--- src/hw/rtl/atcfp_pkg.sv ---
package atcfp_pkg;

    // byte codes that the parser reacts to
    localparam logic [7:0] CHAR_DATA   = 8'h44;  // 'D'
    localparam logic [7:0] CHAR_INFO   = 8'h49;  // 'I'
    localparam logic [7:0] CHAR_PLUS   = 8'h2B;
    localparam logic [7:0] CHAR_MINUS  = 8'h2D;
    localparam logic [7:0] CHAR_ZERO   = 8'h30;
    localparam logic [7:0] CHAR_NINE   = 8'h39;
    localparam logic [7:0] CHAR_SPACE  = 8'h20;
    localparam logic [7:0] CHAR_TAB    = 8'h09;
    localparam logic [7:0] CHAR_CR     = 8'h0D;

    // result item layout
    localparam int CH_W       = 16;
    localparam int FOUND_W    = 2;
    localparam int SET_W      = 32;
    localparam int NUM_CH     = 3;
    localparam int IN_TDATA_W = 8;
    localparam int OUT_BITS   = NUM_CH * CH_W + FOUND_W + SET_W;
    localparam int OUT_TDATA_W = ((OUT_BITS + 7) / 8) * 8;

    typedef logic [CH_W-1:0] ch_value_t;

endpackage

--- src/hw/rtl/ascii_three_channel_frame_parser.sv ---
// Byte-stream frame parser: one ASCII byte per item on the s_ side, one item per
// closed 'D' frame on the m_ side. Bytes are parsed in the cycle they are taken, so
// the block takes one byte every clock cycle; the only stall is when its single
// result register still holds an item the downstream side has not taken and that
// side is not taking it in this cycle. Values saturate to VALUE_WIDTH signed bits
// and appear as the low 16 bits of that form (zero-extended for narrower widths).
// m_tdata carries, from bit 0 up: ch1_value[15:0], ch2_value[15:0],
// ch3_value[15:0], values_found[1:0], set_count[31:0], then zero padding.
module ascii_three_channel_frame_parser #(
    parameter int VALUE_WIDTH = 16
) (
    input  logic                                 aclk,
    input  logic                                 aresetn,
    input  logic                                 s_tvalid,
    output logic                                 s_tready,
    input  logic [atcfp_pkg::IN_TDATA_W-1:0]     s_tdata,   // rx_byte[7:0]
    output logic                                 m_tvalid,
    input  logic                                 m_tready,
    output logic [atcfp_pkg::OUT_TDATA_W-1:0]    m_tdata    // ch1, ch2, ch3, found, set
);
    import atcfp_pkg::*;

    localparam int ACC_W = VALUE_WIDTH;
    localparam int PROD_W = VALUE_WIDTH + 4;
    localparam logic [ACC_W-1:0] MAG_LIMIT = {1'b1, {(ACC_W-1){1'b0}}};
    localparam logic [ACC_W-1:0] POS_LIMIT = {1'b0, {(ACC_W-1){1'b1}}};

    typedef enum logic [1:0] {
        MODE_IDLE,
        MODE_DATA,
        MODE_INFO
    } mode_t;

    typedef enum logic [2:0] {
        PH_SKIP,
        PH_SPACE,
        PH_SIGN,
        PH_DIGITS,
        PH_DONE
    } phase_t;

    mode_t               mode_reg, mode_next;
    phase_t              phase_reg, phase_next;
    logic [1:0]          idx_reg, idx_next;
    logic [ACC_W-1:0]    acc_reg, acc_next;
    logic                neg_reg, neg_next;
    ch_value_t           store_reg [NUM_CH];
    ch_value_t           store_next [NUM_CH];
    logic [SET_W-1:0]    set_reg, set_next;
    logic                m_valid_reg, m_valid_next;
    logic [OUT_TDATA_W-1:0] m_data_reg, m_data_next;

    logic [7:0]          c;
    logic                accept;
    logic                is_marker, is_digit, is_space, is_sign;
    logic [PROD_W-1:0]   prod;
    logic [ACC_W-1:0]    acc_digit;
    logic [ACC_W-1:0]    sat_mag;
    logic [ACC_W-1:0]    sat_val;
    ch_value_t           commit_val;
    logic                close_commit;
    ch_value_t           out_ch [NUM_CH];
    logic [1:0]          out_found;

    assign c        = s_tdata;
    assign s_tready = !m_valid_reg || m_tready;
    assign accept   = s_tvalid && s_tready;
    assign m_tvalid = m_valid_reg;
    assign m_tdata  = m_data_reg;

    // byte classes
    assign is_marker = (c == CHAR_DATA) || (c == CHAR_INFO);
    assign is_digit  = (c >= CHAR_ZERO) && (c <= CHAR_NINE);
    assign is_space  = (c == CHAR_SPACE) || ((c >= CHAR_TAB) && (c <= CHAR_CR));
    assign is_sign   = (c == CHAR_PLUS) || (c == CHAR_MINUS);

    // accumulator times ten plus digit, saturated at the magnitude limit
    assign prod = (PROD_W'(acc_reg) << 3) + (PROD_W'(acc_reg) << 1) + PROD_W'(c[3:0]);
    assign acc_digit = (prod > PROD_W'(MAG_LIMIT)) ? MAG_LIMIT : prod[ACC_W-1:0];

    // saturated signed value of the number being read
    always_comb begin
        if (neg_reg) begin
            sat_mag = (acc_reg > MAG_LIMIT) ? MAG_LIMIT : acc_reg;
            sat_val = ACC_W'(0) - sat_mag;
        end else begin
            sat_mag = (acc_reg > POS_LIMIT) ? POS_LIMIT : acc_reg;
            sat_val = sat_mag;
        end
    end
    assign commit_val = CH_W'(sat_val);

    // values of a data frame that a marker closes
    assign close_commit = (phase_reg == PH_DIGITS) && (idx_reg < 2'd3);
    always_comb begin
        for (int i = 0; i < NUM_CH; i++) begin
            out_ch[i] = (close_commit && (idx_reg == 2'(i))) ? commit_val : store_reg[i];
        end
        out_found = close_commit ? idx_reg + 2'd1 : idx_reg;
    end

    // parser next state
    always_comb begin
        mode_next    = mode_reg;
        phase_next   = phase_reg;
        idx_next     = idx_reg;
        acc_next     = acc_reg;
        neg_next     = neg_reg;
        store_next   = store_reg;
        set_next     = set_reg;
        m_valid_next = m_valid_reg && !m_tready;
        m_data_next  = m_data_reg;

        if (accept) begin
            if (is_marker) begin
                if (mode_reg == MODE_DATA) begin
                    set_next     = set_reg + SET_W'(1);
                    m_valid_next = 1'b1;
                    m_data_next  = OUT_TDATA_W'({set_next, out_found,
                                                 out_ch[2], out_ch[1], out_ch[0]});
                end
                mode_next  = (c == CHAR_DATA) ? MODE_DATA : MODE_INFO;
                phase_next = PH_SKIP;
                idx_next   = 2'd0;
                acc_next   = '0;
                neg_next   = 1'b0;
                for (int i = 0; i < NUM_CH; i++) begin
                    store_next[i] = '0;
                end
            end else if (mode_reg == MODE_DATA) begin
                case (phase_reg)
                    PH_SKIP: begin
                        phase_next = PH_SPACE;
                    end
                    PH_SPACE: begin
                        if (is_space) begin
                            phase_next = PH_SPACE;
                        end else if (is_digit) begin
                            acc_next   = ACC_W'(c[3:0]);
                            neg_next   = 1'b0;
                            phase_next = PH_DIGITS;
                        end else if (is_sign) begin
                            acc_next   = '0;
                            neg_next   = (c == CHAR_MINUS);
                            phase_next = PH_SIGN;
                        end else begin
                            phase_next = PH_DONE;
                        end
                    end
                    PH_SIGN: begin
                        if (is_digit) begin
                            acc_next   = acc_digit;
                            phase_next = PH_DIGITS;
                        end else begin
                            phase_next = PH_DONE;
                        end
                    end
                    PH_DIGITS: begin
                        if (is_digit) begin
                            acc_next = acc_digit;
                        end else begin
                            // number ends here, store it
                            if (idx_reg < 2'd3) begin
                                store_next[idx_reg] = commit_val;
                                idx_next = idx_reg + 2'd1;
                            end
                            acc_next = '0;
                            neg_next = 1'b0;
                            if (idx_next == 2'd3) begin
                                phase_next = PH_DONE;
                            end else if (is_space) begin
                                phase_next = PH_SPACE;
                            end else if (is_sign) begin
                                neg_next   = (c == CHAR_MINUS);
                                phase_next = PH_SIGN;
                            end else begin
                                phase_next = PH_DONE;
                            end
                        end
                    end
                    default: begin
                        phase_next = PH_DONE;
                    end
                endcase
            end
        end
    end

    // state and result register
    always_ff @(posedge aclk) begin
        if (!aresetn) begin
            mode_reg    <= MODE_IDLE;
            phase_reg   <= PH_SKIP;
            idx_reg     <= 2'd0;
            acc_reg     <= '0;
            neg_reg     <= 1'b0;
            for (int i = 0; i < NUM_CH; i++) begin
                store_reg[i] <= '0;
            end
            set_reg     <= '0;
            m_valid_reg <= 1'b0;
        end else begin
            mode_reg    <= mode_next;
            phase_reg   <= phase_next;
            idx_reg     <= idx_next;
            acc_reg     <= acc_next;
            neg_reg     <= neg_next;
            store_reg   <= store_next;
            set_reg     <= set_next;
            m_valid_reg <= m_valid_next;
        end
        m_data_reg <= m_data_next;
    end

endmodule

--- config.mk ---
export PLATFORM = sky130hd
export DESIGN_NAME = ascii_three_channel_frame_parser
export DESIGN_NICKNAME = d
export VERILOG_FILES = /design/src/hw/rtl/atcfp_pkg.sv /design/src/hw/rtl/ascii_three_channel_frame_parser.sv
export SDC_FILE = /design/constraint.sdc
export NUM_CORES = 1
export LEC_CHECK = 0
export BUFFER_PORTS_ARGS = -buffer_cell sky130_fd_sc_hd__buf_2
export CORE_ASPECT_RATIO = 0.8
export CORE_MARGIN = 2
export CORE_UTILIZATION = 45
export CTS_CLUSTER_SIZE = 20
export DETAILED_ROUTE_END_ITERATION = 8
export PLACE_DENSITY = 0.74
export SYNTH_ARGS = -nofsm -noshare
export SYNTH_HDL_FRONTEND = slang
export SYNTH_SLANG_ARGS = --single-unit
--- constraint.sdc ---
create_clock -name aclk -period 3.28 [get_ports aclk]
set_clock_uncertainty 0.15 [all_clocks]
set_input_delay 0.164 -clock aclk [delete_from_list [all_inputs] [get_ports aclk]]
set_output_delay 0.164 -clock aclk [all_outputs]
set_load 0.005 [all_outputs]
==> impl_results.md, run 1 <==
* Outcome: complete, no violations
* EDFF count, synth at 82
* Pwr/cell area at 401 nW/um^2
* TritonCTS clock tree: done
* First-pass GRT wire length at 37,100 um
* Period utilisation layout at 96.4%
* GRT Residual Overflow at 0
* Setup Viol. Count Final at 0
* Nets at 1,172
* Post-synthesis async set-or-reset flop share at 0%
* Flop2flop setup slack at 120 ps
* Tot GR Track Use at 20.2%
* Post-synth top flop: dfxtp_1
* Worst-path clk slew at 70 ps
* Worst Hold Launch: m_tready
* N_diodes at 0
* Largest net degree at the start of global routing at 80
* Yosys warnings at 0
* Root Buffer Master: clkbuf_16
* Mapped Cells at 1,010
* Worst Hold End: m_tvalid
* H-tree Lvls at 4
* P_leak at 4.24 nW
* Final hold violation count at 0
* End of the worst register-to-register path: acc_reg[0]
* Detailed Routing Iterations Pass 1 at 5
* Clk Latency, worst-skew pair at 440 ps
* Total number of vias at 8,064
* Clk sinks at 187
* Number of global-route vias before repair at 7,131
* Die height at 136 um
* Port Buffer Count at 95
* Reg-to-reg startpoint: acc_reg[0]
* Final WS setup at 119 ps
* Synth top area cells: edfxtp_1 25%, dfxtp_1 22%, ha_1 5.0%, nand2_1 4.6%, nor2_1 3.6%
* Max FFs per register at 82
* Fill cells at 1,857
* Peak VDD IR at 0.345 mV
* DRC at 0
* #FFs+latches synth at 187
* Most common library cells after synthesis: 119 x nand2_1, 105 x dfxtp_1, 94 x nor2_1
* Core region area at 21,400 um^2
* Design Power at 0.00458 W
* Dpl ws at -99.4 ps
* Die footprint at 22,800 um^2
* Total I/O pin count at 102
* Setup TNS Final at 0 ps
* Hpwl dp at 16,400 um
* Routed WL at 23,400 um
* Initial DRC Count at 814
* Count leader, synth: nand2_1
* CP startpoint kind: flip-flop
* Maximum net fanout on the critical path at 2
* Clk buf depth at 2
* Peak Freq at 316 MHz
* Slew @ Worst Pin at 1030 ps
* P&R area growth vs syn at 17.3%
* Vias per inst at 5.73
* Initial Utilization at 45.5%
* GPL Wtd Cong at 0.918
* Share of the synthesized area in the top cell type at 25.3%
* Setup CP Type: flip-flop to flip-flop
* Sequential element share of the synthesized area at 46.9%
* Post-synthesis cell area at 9740 um^2
* Yosys top cell by area: edfxtp_1
* Relative slew slack at 31.1%
* Max Cap Viol at 0
* R2R depth at 9
* Layout Utilization at 53.4%
* Hold Crit Class: input port to flip-flop
* Fraction of layout cells with a size suffix above 1 at 20.1%
* Die Wd at 168 um
* Worst hold path stage count at 3
* Antenna violations before repair at 0
* Period minus WS final at 3160 ps
* Hold_buf cts at 0
* Num CTS Buffers at 17
* Setup crit end kind: flip-flop
* WP data required at 3480 ps
* Synth unique cells at 79
* Per-cell routed wire length at 16.6 um
* Max-slew violations at 0
* Final ANT Viol Nets at 0
* Standard-cell row count at 48
* Post-Syn Area per Cell at 9.64 um^2
* Crit path arrival time at 3360 ps
[worst max-delay path, cell delays in order, from the launching register on]
cell and delay, ps:
dfxtp_2 350, inv_1 60, fa_1 500, fa_2 590
or4b_4 470, a2111oi_4 210, o2111ai_2 160, a2111oi_2 250
nand4_1 160, a211oi_2 190
[per-layer routing]
layer | global-route usage (%) | vias up | share of wire (%)
li1 | - | 3915 | -
met1 | 30.1 | 3826 | 48
met2 | 30.3 | 304 | 43
met3 | 3.65 | 19 | 7.1
met4 | 5.22 | 0 | 1.1
met5 | 0 | - | 0
[worst max-delay path by stage]
stage                     from           to
floorplan           s_tdata[3]  acc_reg[11]
global placement    acc_reg[0]   acc_reg[2]
detailed placement  acc_reg[0]   acc_reg[0]
CTS                 acc_reg[2]   acc_reg[0]
global route        acc_reg[9]   acc_reg[9]
finish              acc_reg[0]   acc_reg[0]
[power by group]
part / switching [W] / leakage [nW] / internal (W)
Sequential: 0.000000363 / 1.48 / 0.00241
Clock: 0.00105 / 0.294 / 0.00104
Combinational: 0.0000547 / 2.46 / 0.0000224
Total: 0.00111 / 4.24 / 0.00347
[placed cells by master (no fill, tap or decap), types with 29 or more instances in the layout]
cell type | synthesis | routed
nand2_1 | 119 | 118
a21oi_1 | 50 | 49
dfxtp_1 | 105 | 98
xor2_1 | 35 | 35
buf_4 | 6 | 38
o21ai_0 | 56 | 56
buf_2 | 3 | 95
o21ai_1 | 30 | 29
ha_1 | 39 | 38
edfxtp_1 | 82 | 82
nor2_1 | 94 | 94
[through the flow]
step	hold slack [ps]	instance area [um^2]	std cells
floorplan	253	9760	1015
global placement	290	10700	1373
detailed placement	297	10700	1373
CTS	1.40	11300	1405
global route	22.3	11400	1407
finish	7.81	11400	1407
[what timing repair did]
item                       CTS  global route
setup endpoints to repair   15            18
buffers inserted             0             2
pin swaps                    4             9
resized for setup            6            23
[logic make-up (layout without fill, tap and decap cells)]
| logic type | after synthesis | count (layout) | share of synthesized area (%) |
|---|---|---|---|
| simple gates | 356 | 356 | 17.6 |
| flops | 187 | 187 | 46.9 |
| fa+ha+maj | 41 | 41 | 5.42 |
| xor+xnor | 60 | 60 | 5.40 |
| other cells | 1 | 6 | 0.0385 |
| mux | 36 | 36 | 4.06 |
| compound gates | 259 | 259 | 17.5 |
| buf+inv | 70 | 187 | 3.05 |
[final cells by class]
type | instances | area [um^2] | area share (%)
multi-input combinational | 758 | 5000 | 43.8
clock buffer | 17 | 425 | 3.73
tap | 275 | 344 | 3.01
sequential | 187 | 4570 | 40.0
inverter | 20 | 78.8 | 0.690
clock inverter | 15 | 193 | 1.69
timing repair buffer | 135 | 801 | 7.01
Note: power is estimated with default switching activity, not from simulation.
==> run 2, diff against run 1 <==
--- a/config.mk
+++ b/config.mk
@@ -5,13 +5,14 @@
 export SDC_FILE = /design/constraint.sdc
 export NUM_CORES = 1
 export LEC_CHECK = 0
+export ABC_CLOCK_PERIOD_IN_PS = 3280
 export BUFFER_PORTS_ARGS = -buffer_cell sky130_fd_sc_hd__buf_2
 export CORE_ASPECT_RATIO = 0.8
 export CORE_MARGIN = 2
-export CORE_UTILIZATION = 45
+export CORE_UTILIZATION = 30
 export CTS_CLUSTER_SIZE = 20
 export DETAILED_ROUTE_END_ITERATION = 8
-export PLACE_DENSITY = 0.74
+export PLACE_DENSITY = 0.56
 export SYNTH_ARGS = -nofsm -noshare
 export SYNTH_HDL_FRONTEND = slang
 export SYNTH_SLANG_ARGS = --single-unit
==> run 2 against run 1 <==
Compared with the run above:
- design area increased by 2.0%
- critical path depth is the same
- total power down 1.9%
- flip-flop and latch count unchanged
- register-to-register slack got worse by 20 ps
- die area is 49% higher
- first-iteration DRC count fell by 17%
- largest power group unchanged
- setup slack got worse by 21 ps
- non-clock buffer count up 12
- worst hold slack improved by 4.7 ps
==> impl_results.md, run 2 (synthesis results as in run 1) <==
* Crit path arrival time at 3390 ps (was 3360 ps)
* Period minus WS final at 3180 ps (was 3160 ps)
* Hold Crit Class: input port to flip-flop (unchanged)
* Most frequent cells in the layout: 118 x nand2_1, 100 x dfxtp_1, 95 x buf_2 (was 118 x nand2_1, 98 x dfxtp_1, 95 x buf_2)
* Max Cap Viol at 0 (unchanged)
* Final hold violation count at 0 (unchanged)
* Peak VDD IR at 0.312 mV (was 0.345 mV)
* Clk Latency, worst-skew pair at 440 ps (about the same)
* GPL Wtd Cong at 0.865 (was 0.918)
* Worst-path clk slew at 70 ps (about the same)
* Routed WL at 25,200 um (was 23,400 um)
* Sequential power share at 53.6% (was 52.6%)
* Port Buffer Count at 95 (unchanged)
* Maximum net fanout on the critical path at 2 (unchanged)
* H-tree Lvls at 4 (unchanged)
* Pwr/cell area at 386 nW/um^2 (was 401 nW/um^2)
* TritonCTS clock tree: done (unchanged)
* Relative slew slack at 24.7% (was 31.1%)
* Clk sinks at 187 (unchanged)
* GRT Residual Overflow at 0 (unchanged)
* Net Sw Power at 0.000980 W (was 0.00111 W)
* Total I/O pin count at 102 (unchanged)
* Die footprint at 33,900 um^2 (was 22,800 um^2)
* Setup crit end kind: flip-flop (unchanged)
* WP data required at 3490 ps (was 3480 ps)
* Sw frac at 21.8% (was 24.1%)
* Power Internal at 0.00351 W (was 0.00347 W)
* Layout Utilization at 36.7% (was 53.4%)
* Max FFs per register at 82 (unchanged)
* Initial DRC Count at 673 (was 814)
* Setup Viol. Count Final at 0 (unchanged)
* Period utilisation layout at 97.0% (was 96.4%)
* Vias per inst at 5.07 (was 5.73)
* Max-slew violations at 0 (unchanged)
* Standard-cell row count at 58 (was 48)
* Core region area at 31,700 um^2 (was 21,400 um^2)
* DRC at 0 (unchanged)
* Root Buffer Master: clkbuf_16 (unchanged)
* Die Wd at 205 um (was 168 um)
* Slew @ Worst Pin at 1120 ps (was 1030 ps)
* Antenna violations before repair at 2 (was 0)
* Num CTS Buffers at 17 (unchanged)
* Die height at 165 um (was 136 um)
* Total number of vias at 7,933 (was 8,064)
* First-pass GRT wire length at 39,200 um (was 37,100 um)
* Nets at 1,184 (was 1,172)
* Detailed Routing Iterations Pass 1 at 5 (unchanged)
* Gate power share at 1.8% (was 1.7%)
* CP startpoint kind: flip-flop (unchanged)
* Largest net degree at the start of global routing at 49 (was 80)
* Per-cell routed wire length at 16.1 um (was 16.6 um)
* Fraction of layout cells with a size suffix above 1 at 20.9% (was 20.1%)
* Hpwl dp at 18,400 um (was 16,400 um)
* Clk pwr share at 44.6% (was 45.8%)
* Setup CP Type: flip-flop to flip-flop (unchanged)
* P_leak at 4.28 nW (was 4.24 nW)
* Commonest non-fill, non-tap cell in the layout: nand2_1 (unchanged)
* Number of global-route vias before repair at 6,994 (was 7,131)
* Final ANT Viol Nets at 0 (unchanged)
* Clk buf depth at 2 (unchanged)
* Peak Freq at 314 MHz (was 316 MHz)
* Setup TNS Final at 0 ps (unchanged)
* RSZ-0062 raised after global routing: yes
* Outcome: complete, no violations (unchanged)
* P&R area growth vs syn at 19.6% (was 17.3%)
* Tot GR Track Use at 14.8% (was 20.2%)
* Initial Utilization at 30.7% (was 45.5%)
[run 2: stage by stage]
stage / setup WS [ps] / total power, W / instance area [um^2] / instances / hold WS, ps
2_1_floorplan: 23.0 / 0.00251 / 9760 / 1015 / 253
3_3_place_gp: -81.3 / 0.00254 / 10900 / 1529 / 288
3_5_place_dp: -138 / 0.00254 / 10900 / 1529 / 295
4_1_cts: -6.12 / 0.00452 / 11500 / 1562 / 10.8
5_1_grt: -77.5 / 0.00462 / 11600 / 1564 / 7.84
6_report: 97.8 / 0.00449 / 11600 / 1565 / 12.5
[run 2: final cells by class]
type                    instances  area [um^2]
diodes                          1         2.50
clock buffers                  20          447
clock inverters                12          114
fillers                      3208        20100
inverters                      20         78.8
multi-input cells             758         5010
flip-flops and latches        187         4570
well taps                     420          526
repair buffers                147          897
[run 2: critical path, cell delays in order (launching register included)]
cell,delay (ps)
dfxtp_2,350
inv_2,40
fa_1,470
fa_1,500
or4b_4,470
a2111oi_4,210
o2111ai_2,160
a2111oi_2,350
nand4_1,160
a211oi_2,230
[run 2: path summary, 6_finish.rpt]
path | slack (ps) | depth (start not counted) | start | to
max | 100 | 9 | acc_reg[0] | acc_reg[0]
min | 10 | 3 | m_tready | m_tvalid
max reg2reg | 100 | 9 | acc_reg[0] | acc_reg[0]
min reg2reg | 300 | 2 | store_reg[36] | store_reg[36]
[run 2: power groups by stage]
| stage | Combinational [W] | Clock, W | Sequential [W] |
|---|---|---|---|
| floorplan | 0.0000533 | 0 | 0.00246 |
| global placement | 0.0000770 | 0 | 0.00246 |
| detailed placement | 0.0000775 | 0 | 0.00246 |
| CTS | 0.0000789 | 0.00204 | 0.00241 |
| global route | 0.0000899 | 0.00213 | 0.00241 |
| finish | 0.0000818 | 0.00200 | 0.00241 |
[run 2: what timing repair did]
action | in CTS | in global routing
buffers inserted | 0 | 2
hold endpoints to repair | 2 | 0
setup endpoints to repair | 15 | 16
hold buffers | 1 | 0
pin swaps | 0 | 11
resized for setup | 6 | 26
[run 2: metal layers]
layer | wire length (um) | GRT usage (%)
met1 | 13500 | 23.3
met2 | 10200 | 20.0
met3 | 1320 | 3.16
met4 | 254 | 3.27
met5 | 0 | 0
==> run 3, diff against run 2 <==
--- a/config.mk
+++ b/config.mk
@@ -12,7 +12,7 @@
 export CORE_UTILIZATION = 30
 export CTS_CLUSTER_SIZE = 20
 export DETAILED_ROUTE_END_ITERATION = 8
-export PLACE_DENSITY = 0.56
+export PLACE_DENSITY_LB_ADDON = 0.25
 export SYNTH_ARGS = -nofsm -noshare
 export SYNTH_HDL_FRONTEND = slang
 export SYNTH_SLANG_ARGS = --single-unit
==> run 3 against run 2 <==
Compared with the run above:
- clock power increased by 3%
- design area increased by 0.89%
- largest power group unchanged
- register-to-register slack better by 95 ps
- via count grew 0.83%
- maximum frequency grew 3.1%
- count of clock-buffer cells in the layout decreased by 1
- highest routed layer unchanged
- flip-flop and latch count did not move
- total power increased by 1.3%
- first-iteration DRC count is 9.4% lower
- global-route usage grew 0.69 points
- wire length increased by 2.9%
- sequential share of layout area down 0.36 points
==> impl_results.md, run 3 (synthesis results as in run 1) <==
* Outcome: complete, no violations (unchanged)
* Hold Crit Class: input port to flip-flop (unchanged)
* Total I/O pin count at 102 (unchanged)
* WP data required at 3490 ps (about the same)
* Routed WL at 26,000 um (was 25,200 um)
* Die Wd at 205 um (unchanged)
* Slew @ Worst Pin at 1050 ps (was 1120 ps)
* Design Power at 0.00455 W (was 0.00449 W)
* Clk buf depth at 2 (unchanged)
* Clk Latency, worst-skew pair at 440 ps (about the same)
* Clk sinks at 187 (unchanged)
* Pwr/cell area at 387 nW/um^2 (was 386 nW/um^2)
* Initial DRC Count at 610 (was 673)
* Detailed Routing Iterations Pass 1 at 5 (unchanged)
* Max-slew violations at 0 (unchanged)
* Setup TNS Final at 0 ps (unchanged)
* Fin Hold WS at 61.4 ps (was 12.5 ps)
* Commonest non-fill, non-tap cell in the layout: nand2_1 (unchanged)
* Number of global-route vias before repair at 7,329 (was 6,994)
* Port Buffer Count at 95 (unchanged)
* Initial Utilization at 30.7% (unchanged)
* P&R area growth vs syn at 20.7% (was 19.6%)
* Standard-cell row count at 58 (unchanged)
* TritonCTS clock tree: done (unchanged)
* Period minus WS final at 3090 ps (was 3180 ps)
* Maximum net fanout on the critical path at 6 (was 2)
* Period utilisation layout at 94.1% (was 97.0%)
* CP startpoint kind: flip-flop (unchanged)
* Final ANT Viol Nets at 0 (unchanged)
* Max Cap Viol at 0 (unchanged)
* Setup crit end kind: flip-flop (unchanged)
* GRT Residual Overflow at 0 (unchanged)
* Relative slew slack at 30.0% (was 24.7%)
* Vias per inst at 5.09 (was 5.07)
* Core region area at 31,700 um^2 (unchanged)
* Fraction of layout cells with a size suffix above 1 at 21.4% (was 20.9%)
* Peak VDD IR at 0.232 mV (was 0.312 mV)
* Per-cell routed wire length at 16.5 um (was 16.1 um)
* Fill cells at 3,147 (was 3,208)
* First-pass GRT wire length at 41,300 um (was 39,200 um)
* Peak Freq at 324 MHz (was 314 MHz)
* Die height at 165 um (unchanged)
* Setup CP Type: flip-flop to flip-flop (unchanged)
* Largest net degree at the start of global routing at 42 (was 49)
* H-tree Lvls at 4 (unchanged)
* Die footprint at 33,900 um^2 (unchanged)
* Nets at 1,191 (was 1,184)
* Antenna violations before repair at 0 (was 2)
* FF/Latch Area at 4570 um^2 (about the same)
* Layout Utilization at 37.1% (was 36.7%)
* DRC at 0 (unchanged)
* Most frequent cells in the layout: 118 x nand2_1, 101 x dfxtp_1, 95 x buf_2 (was 118 x nand2_1, 100 x dfxtp_1, 95 x buf_2)
* Area of the multi-input gates at 5040 um^2 (was 5010 um^2)
* GPL Wtd Cong at 0.835 (was 0.865)
* Total number of vias at 7,999 (was 7,933)
* Setup Viol. Count Final at 0 (unchanged)
* Max FFs per register at 82 (unchanged)
* P_leak at 4.32 nW (was 4.28 nW)
* Hpwl dp at 18,700 um (was 18,400 um)
* Tot GR Track Use at 15.5% (was 14.8%)
* Final hold violation count at 0 (unchanged)
* Worst-path clk slew at 70 ps (about the same)
* Num CTS Buffers at 17 (unchanged)
* Crit path arrival time at 3290 ps (was 3390 ps)
* Root Buffer Master: clkbuf_16 (unchanged)
run 3: per-stage QoR:
step | cell area, um^2 | setup WS [ps] | cells
global route | 11700 | -14.3 | 1571
floorplan | 9760 | 23.0 | 1015
global placement | 11000 | -77.9 | 1533
CTS | 11600 | 2.81 | 1569
detailed placement | 11000 | -130 | 1533
finish | 11800 | 193 | 1572
run 3: worst paths after layout:
kind | slack, ps | depth (start not counted) | to | start
setup / recovery | 190 | 12 | acc_reg[12] | acc_reg[2]
hold / removal | 60 | 3 | acc_reg[0] | s_tdata[0]
setup reg to reg | 190 | 12 | acc_reg[12] | acc_reg[2]
hold reg to reg | 300 | 2 | mode_reg[0] | mode_reg[0]
run 3: what timing repair did:
action                     4_1_cts  5_1_grt
setup endpoints to repair       16       16
buffers inserted                 2        2
hold buffers                     2        0
pin swaps                        6       14
gates resized for setup          9       29
hold endpoints to repair         3        0
run 3: final cells by class:
type	count	share of cell area [%]
Tap cell	420	4.47
Antenna cell	1	0.0213
Multi-Input combinational cell	758	42.9
Timing Repair Buffer	154	8.10
Sequential cell	187	38.9
Clock buffer	19	3.68
Inverter	20	0.671
Clock inverter	13	1.28
run 3: metal layers:
layer  GRT usage, %  vias to the layer above  wire (um)
met2           21.0                      210      10400
met4           3.83                        0        250
met3           2.73                       14       1370
li1               -                     3947          -
met5              0                        -          0
met1           24.6                     3828      13900
run 3: power by group:
group          internal (W)  leakage, nW  switching [W]
logic             0.0000233         2.56      0.0000566
clock network       0.00102        0.280        0.00104
registers           0.00241         1.48    0.000000166
run 3: worst max-delay path: stages, from the launching register on:
cell	delay (ps)
dfxtp_1	310
buf_4	170
ha_1	300
ha_1	370
o211a_1	250
a21boi_4	150
buf_4	150
o21ai_1	170
a21oi_1	100
a221oi_1	290
buf_4	170
nand4_1	200
o21ai_1	210
